===== src/hw/rtl/lscc_queue.sv =====
// Small first-in first-out queue of packed words.
// Depends on nothing; the word type is a parameter.
module lscc_queue #(
	parameter type T = logic,
	parameter int DEPTH = 2
) (
	input  logic clk,
	input  logic arst_n,
	input  logic wr_en,
	input  T     wr_data,
	output logic full,
	input  logic rd_en,
	output T     rd_data,
	output logic empty
);
	localparam int PW = (DEPTH > 1) ? $clog2(DEPTH) : 1;
	localparam int CW = $clog2(DEPTH + 1);

	T mem_q [DEPTH];
	logic [PW-1:0] wr_ptr_q, rd_ptr_q;
	logic [CW-1:0] cnt_q;
	logic do_wr, do_rd;

	assign full  = (cnt_q == CW'(DEPTH));
	assign empty = (cnt_q == '0);
	assign do_wr = wr_en && !full;
	assign do_rd = rd_en && !empty;
	assign rd_data = mem_q[rd_ptr_q];

	always_ff @(posedge clk) begin
		if (do_wr) begin
			mem_q[wr_ptr_q] <= wr_data;
		end
	end

	always_ff @(posedge clk or negedge arst_n) begin
		if (!arst_n) begin
			wr_ptr_q <= '0;
			rd_ptr_q <= '0;
			cnt_q    <= '0;
		end else begin
			if (do_wr) begin
				wr_ptr_q <= (wr_ptr_q == PW'(DEPTH - 1)) ? '0 : wr_ptr_q + 1'b1;
			end
			if (do_rd) begin
				rd_ptr_q <= (rd_ptr_q == PW'(DEPTH - 1)) ? '0 : rd_ptr_q + 1'b1;
			end
			if (do_wr && !do_rd) begin
				cnt_q <= cnt_q + 1'b1;
			end else if (do_rd && !do_wr) begin
				cnt_q <= cnt_q - 1'b1;
			end
		end
	end

endmodule


===== config.mk =====
export PLATFORM = sky130hd
export DESIGN_NAME = lscc_queue
export DESIGN_NICKNAME = d
export VERILOG_FILES = /design/src/hw/rtl/lscc_queue.sv
export SDC_FILE = /design/constraint.sdc
export NUM_CORES = 1
export LEC_CHECK = 0
export BUFFER_PORTS_ARGS = -buffer_cell sky130_fd_sc_hd__buf_2
export CAP_MARGIN = 5
export CORE_AREA = 2 2 39 41
export CTS_CLUSTER_DIAMETER = 200
export DETAILED_ROUTE_END_ITERATION = 8
export DIE_AREA = 0 0 41 43
export GPL_TIMING_DRIVEN = 0
export PLACE_DENSITY_LB_ADDON = 0.25
export SYNTH_ARGS = -nofsm -noshare
export SYNTH_HDL_FRONTEND = slang
export SYNTH_SLANG_ARGS = --single-unit

===== constraint.sdc =====
create_clock -name clk -period 1.83 [get_ports clk]
set_input_delay 0.366 -clock clk [delete_from_list [all_inputs] [get_ports clk]]
set_output_delay 0.366 -clock clk [all_outputs]
set_load 0.01 [all_outputs]

==> results.json, run 1 <==
{
  "outcome": "complete, no violations",
  "syn_area_um2": 268,
  "max_freq_ghz": 0.675,
  "drc": 0,
  "cts_max_path_buffers": 2,
  "track_usage_pct": 7.28,
  "synth_top_area_share_pct": 37.4,
  "yosysUniqueCellTypes": 12,
  "portBuffers": 7,
  "design_area_um2": 359,
  "post-place-ws_ps": 335,
  "critPathKind": "flop to flop",
  "overflow": 0,
  "io_pins": 8,
  "wire_per_inst_um": 8.56,
  "maxCapViolCount": 0,
  "die_area_mm2": 0.00176,
  "cp.arrival_ps": 1650,
  "routed_wl_um": 428,
  "cts-resized-gates": 0,
  "first_iter_violations": 0,
  "gp_congestion": 0.589,
  "met3_length_um": 18,
  "grt_pass1_vias": 202,
  "crit_fanout": 5,
  "mostFrequentLayoutCells": "7 x buf_2, 4 x dfrtp_1, 3 x nor2_1, 3 x xnor2_1, 3 x clkbuf_4",
  "met2_length_um": 231,
  "fin_total_pwr_uw": 610,
  "post-route-period-util_pct": 80.9,
  "grt_pass1_wl_um": 765,
  "dpl_cell_area_um2": 323,
  "numClockSinks": 6,
  "antenna_found_initial": 0,
  "cts_htree_levels": 1,
  "setup_tns_ps": 0,
  "drive_gt1_share_pct": 32.4,
  "die_h_um": 43,
  "mostFrequentLayoutCell": "buf_2",
  "ant_nets": 0,
  "diodes": 0,
  "startpoint_type": "flop",
  "numCtsBuffers": 3,
  "p_leak_nw": 0.174,
  "cts_tree": "done",
  "ctsHoldBuffers": 1,
  "yosys.area.top_type": "dfrtp_1",
  "tightest_slew_ps": 198,
  "rsz0062_at_grt": "no",
  "fin_hold_ws_ps": 305,
  "power_density_mw_per_mm2": 1700,
  "dpl.cell_count": 45,
  "ys_ff_latch": 6,
  "grt_max_degree": 6,
  "cp-end-kind": "flop",
  "hold_path_class": "primary input to flop",
  "area_growth_pct": 34.1,
  "core-area_mm2": 0.00138,
  "utilization_pct": 25.9,
  "clk_pin_slew_worst_paths_ps": 50,
  "initial_core_util_pct": 19.3,
  "clock_latency_ps": 250,
  "fin_cells": 50,
  "dr.pass1.iters": 1,
  "max-vdd-ir-drop_uv": 323,
  "syn_avg_cell_area_um2": 12.2,
  "hpwl_um": 342,
  "yosys-top-cells-area": "dfrtp_1 37%, edfxtp_1 22%, xnor2_1 9.8%, xor2_1 6.5%, ha_1 4.7%",
  "yosysWarnings": 0,
  "postCtsSetupRepairBufs": 0,
  "rows": 14,
  "slew_viol_final": 0,
  "wl_met1_um": 152,
  "fin_ws_ps": 349,
  "routed.top_layer": "met4",
  "crit_required_ps": 2000,
  "syn_nets": 28,
  "finalNetCount": 41,
  "vias": 184,
  "layout_min_cycle_time_ps": 1480,
  "die_w_um": 41,
  "viasPerCell": 3.68,
  "hold_viol": 0,
  "synth_seq_area_share_pct": 59.8,
  "root_buffer": "clkbuf_4",
  "clock_skew_ps": 5.11,
  "report.final.setup_viol": 0,
  "relSlewSlack_pct": 86.7,
  "synth_cells": 22
}
[cell type report]
| class | count | area, um2 |
|---|---|---|
| fillers | 157 | 1020 |
| inverters | 2 | 7.51 |
| clock buffers | 4 | 26.3 |
| flip-flops and latches | 6 | 160 |
| multi-input cells | 14 | 100 |
| repair buffers | 8 | 45.0 |
| well taps | 16 | 20.0 |
[cell families after synthesis]
logic type | after synthesis | synth area share, %
fa+ha+maj | 1 | 4.67
mux | 1 | 4.21
buf+inv | 2 | 2.80
simple gates | 6 | 10.3
compound gates | 1 | 1.87
flops | 6 | 59.8
xor+xnor | 5 | 16.4
[power breakdown]
part / total [mW] / switching [mW] / internal, mW
Combinational: 0.221 / 0.101 / 0.120
Clock: 0.134 / 0.0512 / 0.0828
Sequential: 0.256 / 0.0539 / 0.202
[routing by layer]
layer / track usage (%) / up-vias
met5: 0 / -
met4: 12.0 / 0
met3: 1.57 / 3
met2: 8.75 / 6
met1: 7.57 / 80
li1: - / 95
[flip-flops by register name, summed over array words and instances, names as in the netlist]
signal	count
mem_q	2
wr_ptr_q	1
cnt_q	2
rd_ptr_q	1
[final timing paths]
kind,from,endpoint,slack [ps],cells after the start
worst max-delay path,cnt_q[0]$_DFFE_PN0P_,cnt_q[1]$_DFFE_PN0P_,350,6
max in group asynchronous,arst_n,cnt_q[0]$_DFFE_PN0P_,1260,2
min in group asynchronous,arst_n,wr_ptr_q$_DFFE_PN0N_,450,2
worst min-delay path,wr_data,mem_q[1]$_DFFE_PP_,300,1
worst min register to register,rd_ptr_q$_DFFE_PN0P_,rd_ptr_q$_DFFE_PN0P_,500,1
worst max register to register,cnt_q[0]$_DFFE_PN0P_,cnt_q[1]$_DFFE_PN0P_,350,6
[critical path, cell delays in order, from the launching register on]
cell and delay [ps]:
dfrtp_1 430, nand2b_1 200, nand2_1 130, inv_1 60, ha_1 300, nor2_1 130, xor2_1 150
[cells in the mapped netlist, drive strengths merged]
master	count
ha	1
nor2	3
inv	2
edfxtp	2
xnor2	3
nand2	1
xor2	2
mux2	1
o21ai	1
dfrtp	4
nand2b	1
and3	1
Note: power is estimated with default switching activity, not from simulation.
==> run 2: changes to the inputs <==
- clock period: 1.83 -> 1.4 ns (I/O delays scaled with it)
==> run 2 against run 1 <==
Net effect: setup slack lost 290 ps; register-to-register slack worse by 280 ps; cell area rose by 11%; via count is 9.2% higher; flip-flop and latch count unchanged; sequential share of layout area down 4.2 points; largest power group is now combinational logic; critical path depth is 4 lower.
==> results.json, run 2 (synthesized netlist as in run 1, its figures left out) <==
{
  "clk_pin_slew_worst_paths_ps": 50,
  "core-area_mm2": 0.00138,
  "tightest_slew_ps": 153,
  "ff2ff_path_depth": 6,
  "r2r_slack_ps": 70,
  "die_h_um": 43,
  "critPathKind": "flop to primary output",
  "cts_htree_levels": 1,
  "hpwl_um": 342,
  "post-route-period-util_pct": 96.1,
  "p_leak_nw": 0.194,
  "first_iter_violations": 0,
  "drive_gt1_share_pct": 51.4,
  "initial_core_util_pct": 19.3,
  "report.final.setup_viol": 0,
  "cts_max_path_buffers": 2,
  "mostFrequentLayoutCells": "7 x buf_2, 3 x xnor2_1, 3 x clkbuf_4, 3 x dfrtp_1, 3 x buf_4",
  "post-place-ws_ps": -94.7,
  "fin_total_pwr_uw": 906,
  "gp_congestion": 0.589,
  "antenna_found_initial": 0,
  "cp-end-kind": "primary output",
  "power_density_mw_per_mm2": 2270,
  "io_pins": 8,
  "utilization_pct": 28.8,
  "viasPerCell": 3.79,
  "track_usage_pct": 7.68,
  "r2r-start": "cnt_q[0]$_DFFE_PN0P_",
  "die_area_mm2": 0.00176,
  "numCtsBuffers": 3,
  "r2r-end": "cnt_q[1]$_DFFE_PN0P_",
  "worstHoldStart": "wr_data",
  "slew_viol_final": 0,
  "cp.arrival_ps": 1070,
  "wire_per_inst_um": 8.85,
  "grt_pass1_vias": 217,
  "hold_viol": 0,
  "fin_cells": 53,
  "clock_skew_ps": 5.20,
  "maxCapViolCount": 0,
  "dpl.cell_count": 45,
  "hold_path_class": "primary input to flop",
  "clock_latency_ps": 250,
  "relSlewSlack_pct": 89.8,
  "rsz0062_at_grt": "yes",
  "hold_depth": 1,
  "max_freq_ghz": 0.743,
  "fin_ws_ps": 54.4,
  "numClockSinks": 6,
  "layout_min_cycle_time_ps": 1350,
  "reg_top3": "cnt_q (2), mem_q (2)",
  "die_w_um": 41,
  "startpoint_type": "flop",
  "routed_wl_um": 469,
  "outcome": "complete, no violations",
  "diodes": 0,
  "dr.pass1.iters": 1,
  "grt_max_degree": 5,
  "crit_required_ps": 1120,
  "hold_path_end": "mem_q[1]$_DFFE_PP_",
  "portBuffers": 7,
  "finalNetCount": 44,
  "drc": 0,
  "vias": 201,
  "area_growth_pct": 49.1,
  "ant_nets": 0,
  "max-vdd-ir-drop_uv": 498,
  "cts_tree": "done",
  "rows": 14,
  "crit_fanout": 2,
  "overflow": 0,
  "grt_pass1_wl_um": 821,
  "root_buffer": "clkbuf_4",
  "mostFrequentLayoutCell": "buf_2"
}
## run 2: cell type report
class	count	area, um2
fillers	154	985
flip-flops and latches	6	161
repair buffers	11	67.6
clock buffers	4	26.3
inverters	2	7.51
well taps	16	20.0
multi-input cells	14	116
## run 2: metal layers
metal / global-route usage [%] / wire length [um]
met5: 0 / 0
met4: 12.0 / 25
met3: 1.57 / 18
met2: 9.69 / 263
met1: 7.89 / 161
## run 2: through the flow
step           setup TNS, ps  hold WS [ps]  instance area (um2)
2_1_floorplan              0         -15.6                  268
3_3_place_gp           -49.0          90.3                  323
3_5_place_dp           -94.7          91.2                  323
4_1_cts                    0           212                  369
5_1_grt                -17.3           205                  399
6_report                   0           222                  399
## run 2: power by group
part           switching [mW]  internal, mW
Sequential             0.0642         0.267
Combinational           0.172         0.227
Clock                  0.0675         0.108
## run 2: worst max path at each step
| stage | startpoint | end | depth (start not counted) |
|---|---|---|---|
| after floorplan | cnt_q[0]$_DFFE_PN0P_ | cnt_q[1]$_DFFE_PN0P_ | 6 |
| after global placement | cnt_q[0]$_DFFE_PN0P_ | cnt_q[1]$_DFFE_PN0P_ | 7 |
| after detailed placement | cnt_q[0]$_DFFE_PN0P_ | cnt_q[1]$_DFFE_PN0P_ | 6 |
| after CTS | cnt_q[0]$_DFFE_PN0P_ | cnt_q[1]$_DFFE_PN0P_ | 6 |
| after global routing | cnt_q[0]$_DFFE_PN0P_ | cnt_q[1]$_DFFE_PN0P_ | 6 |
| final | rd_ptr_q$_DFFE_PN0P_ | rd_data | 2 |
## run 2: worst max-delay path: stages (launching register included)
cell and delay (ps):
dfrtp_1 350, mux2_2 330, buf_2 140
## run 2: what timing repair did
action | in CTS | in global routing
gates resized for setup | 1 | 4
endpoints found under the setup margin | 1 | 2
hold endpoints to repair | 4 | 0
pin swaps | 0 | 1
hold buffers | 1 | 0
setup buffers | 1 | 2
