[src/hw/rtl/lscc_pkg.sv]
// Shared types, constants and the arctangent table of the clustering block.
// Depends on nothing.
package lscc_pkg;

	localparam int MAX_SAMPLES_DEF = 2048;

	localparam int unsigned TWO_PI_U = 6588397;
	localparam logic signed [23:0] ANG_TWO_PI  = 24'sd6588397;
	localparam logic signed [23:0] ANG_PI      = 24'sd3294199;
	localparam logic signed [23:0] ANG_HALF_PI = 24'sd1647099;

	localparam logic signed [31:0] CORDIC_GAIN = 32'sd652032874;
	localparam logic [4:0] CORDIC_LAST = 5'd19;

	localparam logic [11:0] COUNT_MAX = 12'd4095;
	localparam logic signed [16:0] COORD_MIN = 17'sh10000;
	localparam logic signed [16:0] COORD_MAX = 17'sh0FFFF;

	localparam logic [2:0] REG_START_ANGLE   = 3'd0;
	localparam logic [2:0] REG_ANGLE_STEP    = 3'd1;
	localparam logic [2:0] REG_JOIN_DISTANCE = 3'd2;
	localparam logic [2:0] REG_MIN_POINTS    = 3'd3;
	localparam logic [2:0] REG_MAX_POINTS    = 3'd4;
	localparam logic [2:0] REG_MIN_WIDTH     = 3'd5;
	localparam logic [2:0] REG_MAX_WIDTH     = 3'd6;

	typedef struct packed {
		logic signed [22:0] start_angle;
		logic [15:0]        angle_step;
		logic [15:0]        join_distance;
		logic [11:0]        pts_min;
		logic [11:0]        pts_max;
		logic [16:0]        min_width;
		logic [16:0]        max_width;
	} cfg_t;

	typedef struct packed {
		logic signed [16:0] x;
		logic signed [16:0] y;
		logic               ok;
		logic               last;
	} point_t;

	typedef struct packed {
		logic signed [16:0] cx;
		logic signed [16:0] cy;
		logic               found;
		logic               scan_end;
	} result_t;

	function automatic logic [19:0] atan_lut(input logic [4:0] i);
		logic [19:0] v;
		case (i)
			5'd0:  v = 20'd823550;
			5'd1:  v = 20'd486170;
			5'd2:  v = 20'd256879;
			5'd3:  v = 20'd130396;
			5'd4:  v = 20'd65451;
			5'd5:  v = 20'd32757;
			5'd6:  v = 20'd16383;
			5'd7:  v = 20'd8192;
			5'd8:  v = 20'd4096;
			5'd9:  v = 20'd2048;
			5'd10: v = 20'd1024;
			5'd11: v = 20'd512;
			5'd12: v = 20'd256;
			5'd13: v = 20'd128;
			5'd14: v = 20'd64;
			5'd15: v = 20'd32;
			5'd16: v = 20'd16;
			5'd17: v = 20'd8;
			5'd18: v = 20'd4;
			5'd19: v = 20'd2;
			default: v = 20'd0;
		endcase
		return v;
	endfunction

endpackage

[src/hw/rtl/lscc_front.sv]
// Front end: takes samples, forms the angle, runs the CORDIC and scales to x/y.
// Depends on lscc_pkg.
module lscc_front #(
	parameter int MAX_SAMPLES = lscc_pkg::MAX_SAMPLES_DEF
) (
	input  logic            clk,
	input  logic            arst_n,
	input  lscc_pkg::cfg_t  cfg,
	input  logic            push,
	output logic            full,
	input  logic [15:0]     range_mm,
	input  logic            range_ok,
	input  logic            scan_last,
	output logic            pt_push,
	output lscc_pkg::point_t pt,
	input  logic            pt_full
);
	import lscc_pkg::*;

	localparam int IW = $clog2(MAX_SAMPLES);
	localparam int AW = (IW + 17 > 25) ? IW + 17 : 25;
	localparam int RED_STEPS = AW - 22;
	localparam int KW = (RED_STEPS > 1) ? $clog2(RED_STEPS) : 1;
	localparam logic [AW-1:0] TWO_PI_W = AW'(TWO_PI_U);

	localparam logic [2:0] F_IDLE = 3'd0;
	localparam logic [2:0] F_MUL  = 3'd1;
	localparam logic [2:0] F_RED  = 3'd2;
	localparam logic [2:0] F_FOLD = 3'd3;
	localparam logic [2:0] F_ROT  = 3'd4;
	localparam logic [2:0] F_SC   = 3'd5;
	localparam logic [2:0] F_OUT  = 3'd6;

	logic [2:0]          state_q;
	logic [IW-1:0]       index_q, idx_q;
	logic [15:0]         range_q;
	logic                ok_q, last_q;
	logic [AW-1:0]       ang_q;
	logic [KW-1:0]       k_q;
	logic [4:0]          step_q;
	logic signed [23:0]  z_q;
	logic signed [31:0]  cx_q, cy_q;
	logic                neg_q;
	logic signed [19:0]  px_q, py_q;

	logic [IW+15:0]      prod;
	logic [AW-1:0]       red_sub;
	logic signed [23:0]  z0, z1;
	logic signed [31:0]  sh_x, sh_y, c_v, s_v;
	logic signed [23:0]  atan_v;
	logic signed [48:0]  mx, my;

	function automatic logic signed [16:0] clamp_c(input logic signed [19:0] v);
		logic signed [16:0] r;
		if (v < 20'(COORD_MIN)) r = COORD_MIN;
		else if (v > 20'(COORD_MAX)) r = COORD_MAX;
		else r = 17'(v);
		return r;
	endfunction

	assign full    = (state_q != F_IDLE);
	assign prod    = idx_q * cfg.angle_step;
	assign red_sub = TWO_PI_W << k_q;
	assign z0      = $signed({1'b0, ang_q[22:0]});
	assign z1      = (z0 >= ANG_PI) ? z0 - ANG_TWO_PI : z0;
	assign sh_x    = cx_q >>> step_q;
	assign sh_y    = cy_q >>> step_q;
	assign atan_v  = $signed({4'b0000, atan_lut(step_q)});
	assign c_v     = neg_q ? -cx_q : cx_q;
	assign s_v     = neg_q ? -cy_q : cy_q;
	assign mx      = $signed({1'b0, range_q}) * c_v;
	assign my      = $signed({1'b0, range_q}) * s_v;

	assign pt_push = (state_q == F_OUT) && !pt_full;
	assign pt.x    = clamp_c(px_q);
	assign pt.y    = clamp_c(py_q);
	assign pt.ok   = ok_q;
	assign pt.last = last_q;

	always_ff @(posedge clk) begin
		unique case (state_q)
			F_IDLE: begin
				range_q <= range_mm;
				ok_q    <= range_ok;
				last_q  <= scan_last;
				idx_q   <= index_q;
			end
			F_MUL: begin
				ang_q <= AW'(prod) + AW'(cfg.start_angle) + TWO_PI_W;
				k_q   <= KW'(RED_STEPS - 1);
			end
			F_RED: begin
				if (ang_q >= red_sub) begin
					ang_q <= ang_q - red_sub;
				end
				k_q <= k_q - 1'b1;
			end
			F_FOLD: begin
				// fold into the right half plane; both outputs flip sign
				if (z1 > ANG_HALF_PI) begin
					z_q <= z1 - ANG_PI;
					neg_q <= 1'b1;
				end else if (z1 < -ANG_HALF_PI) begin
					z_q <= z1 + ANG_PI;
					neg_q <= 1'b1;
				end else begin
					z_q <= z1;
					neg_q <= 1'b0;
				end
				cx_q   <= CORDIC_GAIN;
				cy_q   <= '0;
				step_q <= '0;
			end
			F_ROT: begin
				if (z_q >= 0) begin
					cx_q <= cx_q - sh_y;
					cy_q <= cy_q + sh_x;
					z_q  <= z_q - atan_v;
				end else begin
					cx_q <= cx_q + sh_y;
					cy_q <= cy_q - sh_x;
					z_q  <= z_q + atan_v;
				end
				step_q <= step_q + 1'b1;
			end
			F_SC: begin
				px_q <= 20'((mx + 49'sd536870912) >>> 30);
				py_q <= 20'((my + 49'sd536870912) >>> 30);
			end
			default: begin
			end
		endcase
	end

	always_ff @(posedge clk or negedge arst_n) begin
		if (!arst_n) begin
			state_q <= F_IDLE;
			index_q <= '0;
		end else begin
			unique case (state_q)
				F_IDLE: begin
					if (push) begin
						if (scan_last) index_q <= '0;
						else if (index_q == IW'(MAX_SAMPLES - 1)) index_q <= '0;
						else index_q <= index_q + 1'b1;
						state_q <= range_ok ? F_MUL : F_OUT;
					end
				end
				F_MUL:  state_q <= F_RED;
				F_RED:  if (k_q == '0) state_q <= F_FOLD;
				F_FOLD: state_q <= F_ROT;
				F_ROT:  if (step_q == CORDIC_LAST) state_q <= F_SC;
				F_SC:   state_q <= F_OUT;
				F_OUT:  if (!pt_full) state_q <= F_IDLE;
				default: state_q <= F_IDLE;
			endcase
		end
	end

endmodule

[config.mk]
export PLATFORM = sky130hd
export DESIGN_NAME = lscc_front
export DESIGN_NICKNAME = d
export VERILOG_FILES = /design/src/hw/rtl/lscc_pkg.sv /design/src/hw/rtl/lscc_front.sv
export SDC_FILE = /design/constraint.sdc
export NUM_CORES = 2
export LEC_CHECK = 0
export BUFFER_PORTS_ARGS = -buffer_cell sky130_fd_sc_hd__clkbuf_2
export CORE_MARGIN = 4
export CORE_UTILIZATION = 31
export CTS_CLUSTER_SIZE = 12
export DETAILED_ROUTE_END_ITERATION = 6
export GPL_TIMING_DRIVEN = 0
export SETUP_SLACK_MARGIN = 0.5
export SLEW_MARGIN = 40
export SYNTH_ARGS = -nofsm -noshare
export SYNTH_HDL_FRONTEND = slang
export SYNTH_SLANG_ARGS = --single-unit
[constraint.sdc]
create_clock -name clk -period 21.6 [get_ports clk]
set_input_delay 4.32 -clock clk [delete_from_list [all_inputs] [get_ports clk]]
set_output_delay 4.32 -clock clk [all_outputs]
set_load 0.01 [all_outputs]
==> results.yml <==
timing:
  rsz0062_at_grt: "no"
  relSlewSlack: 0.3575
  slew_violations: 0
  post-route-period-util: 0.5512
  finClkSkew_ns: 0.09414
  finalSetupViolations: 0
  setup-tns-final_ns: 0
  worstMarginPinSlew_ns: 0.9637
  min_period_ns: 11.91
  fmax_mhz: 83.99
  finalHoldViolations: 0
worst_setup_path:
  r2r_start: "cx_q[0]"
  reg2reg_to: "px_q[18]"
  path_buf_inv: 6
  cp.required_ns: 22.00
  crit_type: "flop to flop"
  crit_path_end_kind: "flop"
  cp_slowest_cell: "xor2_2"
  reg2reg_depth: 32
  crit_arrival_ns: 12.31
  crit_start: "cx_q[0]"
  max_stage_delay_ns: 0.65
  cp-start-kind: "flop"
  cp_top_family: "compound AO/OA/AOI/OAI gates"
  path_max_fanout: 10
  reg2reg_slack_ns: 9.69
  cpMostUsedCell: "fa_1"
hold_path:
  worstHoldEndpoint: "idx_q[9]"
  holdCritPathClass: "flop to flop"
  min-delay-start: "index_q[9]"
  holdPathStages: 0
clock_tree:
  cts.sinks: 226
  cts_tree: "done"
  post_cts_resized: 0
  clk_latency_ns: 0.70
  path_clk_slew_ns: 0.06
  post-cts-setup-buffer-count: 0
  hold_buffers: 0
  root_buffer: "clkbuf_16"
  cts_buffers: 37
  h-tree-depth: 2
  ctsLongestPathBuffers: 3
floorplanning:
  start_util: 0.3118
  die_y_um: 467.1
  io_pins: 173
  rows: 168
  coreArea_um2: 209600
  die_w_um: 467.1
  dieArea_um2: 218200
finish:
  syn_to_final_growth_pct: 9.254
  layout_commonest_cell: "inv_1"
  nNetsFinal: 9323
  drive_above_1_share: 0.05867
  fillers: 21830
  final_cell_mix: "inv_1 (1505), fa_1 (1139), nand2_1 (707)"
place:
  port_buffers: 98
  hpwl_um: 182000
  gp_congestion: 0.9885
route:
  ant_nets: 0
  vias_per_cell: 5.071
  dr.pass1.iters: 6
  drtIter0Drc: 4087
  detail_route.wl_per_cell_um: 21.24
  routed_wl_um: 221000
  remaining_drc_errors: 0
  vias: 52760
grt:
  overflow: 0
  antenna_found_initial: 19
  globalRouteTotalUtil: 0.2021
  grt_pass1_wl_um: 337400
  first_global_vias: 55050
  grt_start_max_net_pins: 55
synthesis:
  synth_area_um2: 65350
  synthArstFlopShare: 0.06195
  synth.distinct_cells: 100
  synth_top_flop_cell: "edfxtp_1"
  ys_ff_latch: 226
  syn-instance-count: 7409
  synth-warning-count: 0
  synth.avg_cell_area_um2: 8.820
  syn-num-nets: 9172
  synth_edf_count: 192
  yosysSeqAreaShare: 0.09972
flow_run:
  max-cap-violations: 0
outcome:
  status: "completed"
[metal layers]
layer	wire, µm	GRT usage	vias up
met1	90620	0.2621	26690
met4	11840	0.09289	8
met3	16470	0.03324	519
li1	-	-	23440
met5	53	0	-
met2	102000	0.3303	2107
[state kept, by name (all words and copies together) (netlist names), 5 cells and up]
name	count
px_q	19
atan_v	20
z_q	24
range_q	16
step_q	5
index_q	11
ang_q	28
py_q	19
cx_q	32
cy_q	32
idx_q	11
[stage by stage]
step	hold WS [ns]	util	instance area (µm²)	cells	setup slack [ns]
floorplan	0.4672	-	65350	7409	11.72
finish	0.5000	0.3407	71390	10400	9.694
global route	0.5129	0.3405	71360	10390	9.294
detailed placement	0.4879	0.3339	69980	10330	9.772
global placement	0.4856	0.3309	69350	10310	9.598
CTS	0.5023	0.3402	71300	10390	9.730
[final cells by class]
class | count | area [µm²] | share of cell area
sequential | 226 | 6516 | 0.09127
clock inverter | 25 | 355.3 | 0.004977
inverter | 1509 | 5672 | 0.07944
buffer | 357 | 1513 | 0.02119
timing repair buffer | 112 | 668.1 | 0.009359
clock buffer | 39 | 964.7 | 0.01351
antenna | 14 | 35.03 | 0.0004907
tap | 2805 | 3510 | 0.04916
multi-input combinational | 5317 | 52160 | 0.7306
[worst max-delay path by stage]
stage	endpoint	slack [ns]	cells after the start
detailed placement	py_q[18]	9.77	35
floorplan	ang_q[24]	11.72	22
CTS	py_q[18]	9.73	35
finish	px_q[18]	9.69	32
global placement	px_q[18]	9.60	33
global route	px_q[18]	9.29	33
[cell families after synthesis]
kind of cell,share of synthesized area
xor gates and xnor gates,0.04758
AOI/OAI and AO/OA,0.09018
muxes,0.03458
adders and majority gates,0.4426
and+or+nand+nor,0.1765
buffers and inverters,0.1088
DFF,0.09972
[worst register-to-register path, delay by kind of cell (launching register included)]
kind	cells	cell delay, ns
AND/OR/NAND/NOR	7	2.17
AO/OA/AOI/OAI	10	3.73
flip-flops	1	0.60
adder cells (fa/ha/maj)	7	3.35
XOR/XNOR	2	0.73
buffers and inverters	6	1.05
[Yosys cell counts (20+ instances only)]
cell type | instances | area, µm²
inv_1 | 1506 | 5653
nor2_1 | 373 | 1400
or2_2 | 25 | 156.4
xor2_1 | 147 | 1287
xnor2_1 | 208 | 1822
mux2_2 | 22 | 247.7
nand2_1 | 707 | 2654
clkbuf_1 | 301 | 1130
nor3_1 | 66 | 330.3
buf_1 | 26 | 97.59
edfxtp_1 | 192 | 5766
mux2i_1 | 42 | 420.4
nand3_1 | 53 | 265.3
mux4_2 | 52 | 1171
or3_1 | 38 | 237.7
dfxtp_1 | 20 | 400.4
and3_1 | 21 | 131.4
ha_1 | 489 | 6118
o31ai_1 | 45 | 337.8
nor2b_1 | 305 | 1908
nand4_1 | 22 | 137.6
nand2b_1 | 109 | 681.9
o21ai_0 | 209 | 1046
or4_1 | 21 | 157.7
a21o_1 | 72 | 540.5
a211oi_1 | 38 | 285.3
a21oi_1 | 279 | 1396
o21a_1 | 37 | 277.8
and2_1 | 488 | 3053
o21bai_1 | 23 | 172.7
o211ai_1 | 20 | 150.1
a31oi_1 | 31 | 193.9
fa_1 | 1139 | 22800
Power is left out: the tool's default activity adds up to more than one toggle a clock period on the data nets, which glitch-free logic cannot reach.
