### src/hw/rtl/lscc_pkg.sv
// Shared types, constants and the arctangent table of the clustering block.
// Depends on nothing.
package lscc_pkg;

	localparam int MAX_SAMPLES_DEF = 2048;

	localparam int unsigned TWO_PI_U = 6588397;
	localparam logic signed [23:0] ANG_TWO_PI  = 24'sd6588397;
	localparam logic signed [23:0] ANG_PI      = 24'sd3294199;
	localparam logic signed [23:0] ANG_HALF_PI = 24'sd1647099;

	localparam logic signed [31:0] CORDIC_GAIN = 32'sd652032874;
	localparam logic [4:0] CORDIC_LAST = 5'd19;

	localparam logic [11:0] COUNT_MAX = 12'd4095;
	localparam logic signed [16:0] COORD_MIN = 17'sh10000;
	localparam logic signed [16:0] COORD_MAX = 17'sh0FFFF;

	localparam logic [2:0] REG_START_ANGLE   = 3'd0;
	localparam logic [2:0] REG_ANGLE_STEP    = 3'd1;
	localparam logic [2:0] REG_JOIN_DISTANCE = 3'd2;
	localparam logic [2:0] REG_MIN_POINTS    = 3'd3;
	localparam logic [2:0] REG_MAX_POINTS    = 3'd4;
	localparam logic [2:0] REG_MIN_WIDTH     = 3'd5;
	localparam logic [2:0] REG_MAX_WIDTH     = 3'd6;

	typedef struct packed {
		logic signed [22:0] start_angle;
		logic [15:0]        angle_step;
		logic [15:0]        join_distance;
		logic [11:0]        pts_min;
		logic [11:0]        pts_max;
		logic [16:0]        min_width;
		logic [16:0]        max_width;
	} cfg_t;

	typedef struct packed {
		logic signed [16:0] x;
		logic signed [16:0] y;
		logic               ok;
		logic               last;
	} point_t;

	typedef struct packed {
		logic signed [16:0] cx;
		logic signed [16:0] cy;
		logic               found;
		logic               scan_end;
	} result_t;

	function automatic logic [19:0] atan_lut(input logic [4:0] i);
		logic [19:0] v;
		case (i)
			5'd0:  v = 20'd823550;
			5'd1:  v = 20'd486170;
			5'd2:  v = 20'd256879;
			5'd3:  v = 20'd130396;
			5'd4:  v = 20'd65451;
			5'd5:  v = 20'd32757;
			5'd6:  v = 20'd16383;
			5'd7:  v = 20'd8192;
			5'd8:  v = 20'd4096;
			5'd9:  v = 20'd2048;
			5'd10: v = 20'd1024;
			5'd11: v = 20'd512;
			5'd12: v = 20'd256;
			5'd13: v = 20'd128;
			5'd14: v = 20'd64;
			5'd15: v = 20'd32;
			5'd16: v = 20'd16;
			5'd17: v = 20'd8;
			5'd18: v = 20'd4;
			5'd19: v = 20'd2;
			default: v = 20'd0;
		endcase
		return v;
	endfunction

endpackage

### src/hw/rtl/lscc_back.sv
// Back end: distance test, cluster accumulation, acceptance and centroid division.
// Depends on lscc_pkg.
module lscc_back (
	input  logic              clk,
	input  logic              arst_n,
	input  lscc_pkg::cfg_t    cfg,
	input  logic              pt_empty,
	input  lscc_pkg::point_t  pt,
	output logic              pt_pop,
	output logic              res_push,
	output lscc_pkg::result_t res,
	input  logic              res_full
);
	import lscc_pkg::*;

	localparam logic [3:0] B_IDLE  = 4'd0;
	localparam logic [3:0] B_KX    = 4'd1;
	localparam logic [3:0] B_KY    = 4'd2;
	localparam logic [3:0] B_DX    = 4'd3;
	localparam logic [3:0] B_DY    = 4'd4;
	localparam logic [3:0] B_T     = 4'd5;
	localparam logic [3:0] B_TT    = 4'd6;
	localparam logic [3:0] B_JUDGE = 4'd7;
	localparam logic [3:0] B_DIV   = 4'd8;
	localparam logic [3:0] B_EMIT  = 4'd9;
	localparam logic [3:0] B_ADD   = 4'd10;
	localparam logic [4:0] DIV_LAST = 5'd29;

	logic [3:0]         state_q;
	logic signed [16:0] x_q, y_q;
	logic               last_q;
	logic [11:0]        count_q;
	logic signed [28:0] sum_x_q, sum_y_q;
	logic signed [16:0] bminx_q, bmaxx_q, bminy_q, bmaxy_q;
	logic signed [29:0] dx_q, dy_q;
	logic [59:0]        d2_q;
	logic [27:0]        t_q;
	logic               end_q, found_q;
	logic signed [16:0] cx_q, cy_q;
	logic [29:0]        num_q;
	logic [12:0]        rem_q;
	logic [4:0]         it_q;
	logic               dsel_q, dneg_q;

	logic signed [30:0] ma, mb;
	logic signed [61:0] mp;
	logic signed [17:0] wx, wy, w;
	logic               accept;
	logic [27:0]        mag_x, mag_y;
	logic [29:0]        num_x, num_y;
	logic [13:0]        rs;
	logic [12:0]        den;
	logic               qbit;
	logic [29:0]        quo;
	logic signed [16:0] qs;

	// one shared multiplier, operands chosen by state
	always_comb begin
		ma = '0;
		mb = '0;
		case (state_q)
			B_KX: begin ma = 31'({19'b0, count_q}); mb = 31'(x_q); end
			B_KY: begin ma = 31'({19'b0, count_q}); mb = 31'(y_q); end
			B_DX: begin ma = 31'(dx_q); mb = 31'(dx_q); end
			B_DY: begin ma = 31'(dy_q); mb = 31'(dy_q); end
			B_T:  begin ma = 31'({15'b0, cfg.join_distance}); mb = 31'({19'b0, count_q}); end
			B_TT: begin ma = $signed({3'b000, t_q}); mb = $signed({3'b000, t_q}); end
			default: begin end
		endcase
	end
	assign mp = ma * mb;

	assign wx = 18'(bmaxx_q) - 18'(bminx_q);
	assign wy = 18'(bmaxy_q) - 18'(bminy_q);
	assign w  = (wx > wy) ? wx : wy;
	assign accept = (count_q != '0) && (count_q >= cfg.pts_min) &&
		(count_q <= cfg.pts_max) && (w >= $signed({1'b0, cfg.min_width})) &&
		(w <= $signed({1'b0, cfg.max_width}));

	// rounded quotient: (2|s| + n) / 2n
	assign mag_x = 28'(sum_x_q < 0 ? -sum_x_q : sum_x_q);
	assign mag_y = 28'(sum_y_q < 0 ? -sum_y_q : sum_y_q);
	assign num_x = {1'b0, mag_x, 1'b0} + 30'(count_q);
	assign num_y = {1'b0, mag_y, 1'b0} + 30'(count_q);
	assign den   = {count_q, 1'b0};
	assign rs    = {rem_q, num_q[29]};
	assign qbit  = (rs >= 14'(den));
	assign quo   = {num_q[28:0], qbit};
	assign qs    = dneg_q ? -17'(quo) : 17'(quo);

	assign pt_pop   = (state_q == B_IDLE) && !pt_empty;
	assign res_push = (state_q == B_EMIT) && !res_full;
	assign res.cx       = cx_q;
	assign res.cy       = cy_q;
	assign res.found    = found_q;
	assign res.scan_end = end_q;

	always_ff @(posedge clk or negedge arst_n) begin
		if (!arst_n) begin
			state_q <= B_IDLE;
			count_q <= '0;
			sum_x_q <= '0;
			sum_y_q <= '0;
			bminx_q <= COORD_MAX;
			bminy_q <= COORD_MAX;
			bmaxx_q <= COORD_MIN;
			bmaxy_q <= COORD_MIN;
			end_q   <= 1'b0;
		end else begin
			unique case (state_q)
				B_IDLE: begin
					if (!pt_empty) begin
						if (pt.ok) begin
							state_q <= (count_q != '0) ? B_KX : B_ADD;
							end_q   <= 1'b0;
						end else if (pt.last) begin
							end_q   <= 1'b1;
							state_q <= B_JUDGE;
						end
					end
				end
				B_KX: state_q <= B_KY;
				B_KY: state_q <= B_DX;
				B_DX: state_q <= B_DY;
				B_DY: state_q <= B_T;
				B_T:  state_q <= B_TT;
				B_TT: state_q <= (d2_q > 60'(mp)) ? B_JUDGE : B_ADD;
				B_JUDGE: begin
					if (accept || end_q) begin
						state_q <= accept ? B_DIV : B_EMIT;
					end else begin
						count_q <= '0;
						sum_x_q <= '0;
						sum_y_q <= '0;
						bminx_q <= COORD_MAX;
						bminy_q <= COORD_MAX;
						bmaxx_q <= COORD_MIN;
						bmaxy_q <= COORD_MIN;
						state_q <= B_ADD;
					end
				end
				B_DIV: begin
					if (it_q == DIV_LAST && dsel_q) state_q <= B_EMIT;
				end
				B_EMIT: begin
					if (!res_full) begin
						count_q <= '0;
						sum_x_q <= '0;
						sum_y_q <= '0;
						bminx_q <= COORD_MAX;
						bminy_q <= COORD_MAX;
						bmaxx_q <= COORD_MIN;
						bmaxy_q <= COORD_MIN;
						state_q <= end_q ? B_IDLE : B_ADD;
					end
				end
				B_ADD: begin
					if (count_q < COUNT_MAX) begin
						sum_x_q <= sum_x_q + 29'(x_q);
						sum_y_q <= sum_y_q + 29'(y_q);
						count_q <= count_q + 1'b1;
					end
					if (x_q < bminx_q) bminx_q <= x_q;
					if (x_q > bmaxx_q) bmaxx_q <= x_q;
					if (y_q < bminy_q) bminy_q <= y_q;
					if (y_q > bmaxy_q) bmaxy_q <= y_q;
					if (last_q) begin
						end_q   <= 1'b1;
						state_q <= B_JUDGE;
					end else begin
						state_q <= B_IDLE;
					end
				end
				default: state_q <= B_IDLE;
			endcase
		end
	end

	// datapath words
	always_ff @(posedge clk) begin
		case (state_q)
			B_IDLE: begin
				x_q    <= pt.x;
				y_q    <= pt.y;
				last_q <= pt.last;
			end
			B_KX: dx_q <= 30'(mp) - 30'(sum_x_q);
			B_KY: dy_q <= 30'(mp) - 30'(sum_y_q);
			B_DX: d2_q <= 60'(mp);
			B_DY: d2_q <= d2_q + 60'(mp);
			B_T:  t_q  <= 28'(mp);
			B_JUDGE: begin
				found_q <= 1'b0;
				cx_q    <= '0;
				cy_q    <= '0;
				num_q   <= num_x;
				rem_q   <= '0;
				it_q    <= '0;
				dsel_q  <= 1'b0;
				dneg_q  <= (sum_x_q < 0);
			end
			B_DIV: begin
				if (it_q == DIV_LAST && !dsel_q) begin
					// x quotient done, start on y
					cx_q   <= qs;
					num_q  <= num_y;
					rem_q  <= '0;
					it_q   <= '0;
					dsel_q <= 1'b1;
					dneg_q <= (sum_y_q < 0);
				end else begin
					num_q <= quo;
					rem_q <= qbit ? 13'(rs - 14'(den)) : 13'(rs);
					it_q  <= it_q + 1'b1;
					if (it_q == DIV_LAST) begin
						cy_q    <= qs;
						found_q <= 1'b1;
					end
				end
			end
			default: begin
			end
		endcase
	end

endmodule

### config.mk
export PLATFORM = sky130hd
export DESIGN_NAME = lscc_back
export DESIGN_NICKNAME = d
export VERILOG_FILES = /design/src/hw/rtl/lscc_pkg.sv /design/src/hw/rtl/lscc_back.sv
export SDC_FILE = /design/constraint.sdc
export NUM_CORES = 2
export LEC_CHECK = 0
export BUFFER_PORTS_ARGS = -buffer_cell sky130_fd_sc_hd__buf_2
export CORE_AREA = 2 2 441 443
export CTS_CLUSTER_DIAMETER = 50
export CTS_CLUSTER_SIZE = 24
export DETAILED_ROUTE_END_ITERATION = 6
export DIE_AREA = 0 0 443 445
export PLACE_DENSITY_LB_ADDON = 0.25
export REMOVE_ABC_BUFFERS = 1
export SYNTH_ARGS = -nofsm -noshare
export SYNTH_HDL_FRONTEND = slang
export SYNTH_SLANG_ARGS = --single-unit
export TNS_END_PERCENT = 1
### constraint.sdc
create_clock -name clk -period 25.9 [get_ports clk]
set_clock_uncertainty 0.1 [all_clocks]
set_input_delay 5.18 -clock clk [delete_from_list [all_inputs] [get_ports clk]]
set_output_delay 5.18 -clock clk [all_outputs]
set_load 0.05 [all_outputs]
==> metrics.md <==
| Metric | Value |
|---|---|
| Status | `complete, no violations` |
| Compound-Gate Fraction of Synth Area | `0.124` |
| DRC | `0` |
| XOR/XNOR Fraction of Synth Area | `0.0504` |
| Startpoint types | `input port` |
| CP Data Required Time | `26.34 ns` |
| Setup TNS | `0 ns` |
| First-pass GRT wire length | `350,000 µm` |
| Total track usage | `0.233` |
| Simple-gate share of the synthesized area | `0.138` |
| Max_slew headroom | `0.0826` |
| Syn Area/Cell | `8.89 µm²` |
| Placement row count | `161` |
| Hold Vio Cnt, Final | `0` |
| Largest family of logic cells by synthesized area | `adder cells` |
| Fmax | `58.5 MHz` |
| Hold WC Path Type | `reg2reg` |
| Synth-to-layout area growth | `9.19%` |
| CTS tree | `yes` |
| Crit path arrival time | `17.54 ns` |
| Synthesis Warnings | `0` |
| Antenna violations before repair | `5` |
| Core box area | `192,000 µm²` |
| RSZ-0062 raised after global routing | `false` |
| Worst Setup End Kind | `flip-flop` |
| Post-synth top flop | `edfxtp_1` |
| Worst-path clk slew | `0.07 ns` |
| Clock Sinks | `411` |
| Tightest Pin Transition | `1.38 ns` |
| Hold buffers post-CTS | `0` |
| Die ar. | `197,000 µm²` |
| Starting DRT DRC Count | `4,638` |
| Dpl hpwl | `180,000 µm` |
| Clock Path Buffers | `3` |
| WHS Path Cells | `2` |
| IO buf count | `151` |
| Worst-path fanout max | `12` |
| Synth Cell Area | `66,900 µm²` |
| Critical path type | `in2reg` |
| CP max-delay cell | `and2_1` |
| Overflow after GRT | `0` |
| Crit path time final | `17.10 ns` |
| Setup bufs post-CTS | `0` |
| IO Pins | `191` |
| Post-Synth Adder-Cell Area | `0.414` |
| Share of the yosys chip area belonging to registers | `0.175` |
| Share of cells above drive strength 1 | `0.0659` |
| Vias in the first global route | `55,490` |
| Number of synthesized register bits | `411` |
| Reg2Reg Depth | `45` |
| DRT antenna net count | `0` |
| Number of synthesized flops with an enable pin | `268` |
| Antenna cells | `0` |
| Dominant cells by area after synthesis | `fa_1 (30%), edfxtp_1 (12%), ha_1 (12%), inv_1 (7.6%), nand2_1 (5.0%)` |
| Largest area contributor in the netlist | `fa_1` |
| Die width | `443 µm` |
| Final Max Slew Viols | `0` |
| Root Driver | `clkbuf_16` |
| Vias per std cell | `5.34` |
| Clk_lat worst skew | `0.70 ns` |
| Post-CTS sizing | `0` |
| Final WL | `229,000 µm` |
| Cells after Synth | `7,518` |
| Final #Nets | `9,358` |
| Drt first pass iters | `7` |
| Max incr delay on CP | `1.01 ns` |
| Initial Utilization | `0.348` |
| Post-synth top area share | `0.296` |
| Final setup fails | `0` |
| Largest net degree at the start of global routing | `65` |
| Max Cap Violations | `0` |
| TritonCTS buffer count | `59` |
| Vias | `54,234` |
| Count of different cell masters after synthesis | `89` |
| Multiplexer area fraction after synthesis | `0.00608` |
| RePlAce Congestion | `0.936` |
| Htree depth | `2` |
| Die height | `445 µm` |
| CP dominant cell by count | `fa_1` |
| Final Cycle Share | `0.660` |
| Post-synth ARST share | `0.348` |
| Wire per inst | `22.5 µm` |
==> cell usage after synthesis, drive strengths merged, types with 30 or more instances <==
| master | number |
|---|---|
| a211oi | 40 |
| a21o | 183 |
| a21oi | 346 |
| a22oi | 43 |
| a31oi | 35 |
| and3 | 30 |
| buf | 33 |
| clkbuf | 251 |
| dfrtp | 109 |
| dfstp | 34 |
| edfxtp | 268 |
| fa | 990 |
| ha | 629 |
| inv | 1350 |
| mux2i | 35 |
| nand2 | 892 |
| nand2b | 55 |
| nand3 | 150 |
| nand4 | 63 |
| nor2 | 681 |
| nor2b | 38 |
| nor3 | 62 |
| o21a | 53 |
| o21ai | 325 |
| o21bai | 58 |
| o31ai | 38 |
| or3 | 31 |
| xnor2 | 273 |
| xor2 | 112 |
==> area by class of cell <==
cell class / count / area (µm²)
Multi-Input combinational cell: 5468 / 49100
Clock buffer: 62 / 1490
Clock inverter: 49 / 647
Inverter: 1355 / 5090
Timing Repair Buffer: 291 / 1810
Tap cell: 2526 / 3160
Fill cell: 19354 / 119000
Sequential cell: 411 / 11700
==> state kept, by name, indices dropped and copies added (netlist names), 28 cells and up <==
| name | count |
|---|---|
| d2_q | 60 |
| dy_q | 30 |
| dx_q | 30 |
| sum_y_q | 29 |
| sum_x_q | 29 |
| num_q | 30 |
| t_q | 28 |
==> critical path: cells and delay by family <==
kind | cells | cell delay, ns
XOR/XNOR | 1 | 0.25
adder cells (fa/ha/maj) | 10 | 4.89
AO/OA/AOI/OAI | 14 | 3.48
buffers and inverters | 9 | 0.78
AND/OR/NAND/NOR | 9 | 2.90
==> cell families (layout without fill, tap and decap cells) <==
logic type      count (synthesis)  count (layout)
simple gates                 2123            2123
flops                         411             411
buf+inv                      1639            1757
xor+xnor                      385             385
mux                            40              40
compound gates               1301            1301
fa+ha+maj                    1619            1619
==> stage by stage <==
stage	instance area [µm²]	instances	hold WS, ns	setup WS (ns)	utilization
floorplan	65800	7234	0.386	10.09	-
global placement	70900	10051	0.404	8.45	0.369
detailed placement	70900	10051	0.412	8.36	0.369
CTS	73000	10162	0.424	9.00	0.380
global route	73000	10162	0.442	8.07	0.380
finish	73000	10162	0.422	8.80	0.380
==> per-layer routing <==
metal  track usage  vias to the layer above  part of all wire
li1              -                    24478                 -
met3        0.0398                      407             0.080
met1         0.321                    27312              0.43
met5             0                        -                 0
met4        0.0890                        0             0.044
met2         0.367                     2037              0.45
==> placed cells by master (no fill, tap or decap), types with 57 or more instances in the layout <==
cell type  netlist  layout
edfxtp_1       268     268
inv_1         1349    1349
buf_4            3     140
fa_1           990     990
o21ai_0        322     322
xor2_1         112     112
nand4_1         63      63
nand3_1        150     150
a21o_1         183     183
xnor2_1        273     273
clkbuf_16        0      59
dfrtp_1        109     109
nor2_1         681     674
nor3_1          61      58
buf_2            4     150
o21bai_1        58      57
a21oi_1        346     342
ha_1           629     629
nand2_1        891     887
==> final timing paths <==
| path | slack [ns] | from | end |
|---|---|---|---|
| worst max register to register | 11.18 | state_q[3] | state_q[3] |
| max in group asynchronous | 20.21 | arst_n | sum_x_q[24] |
| worst min-delay path | 0.42 | bmaxy_q[16] | bmaxy_q[16] |
| min in group asynchronous | 4.25 | arst_n | bmaxy_q[6] |
| worst max-delay path | 8.80 | cfg[69] | state_q[3] |
| worst min register to register | 0.42 | bmaxy_q[16] | bmaxy_q[16] |
Power is left out: the tool's default activity adds up to more than one toggle a clock period on the data nets, which glitch-free logic cannot reach.
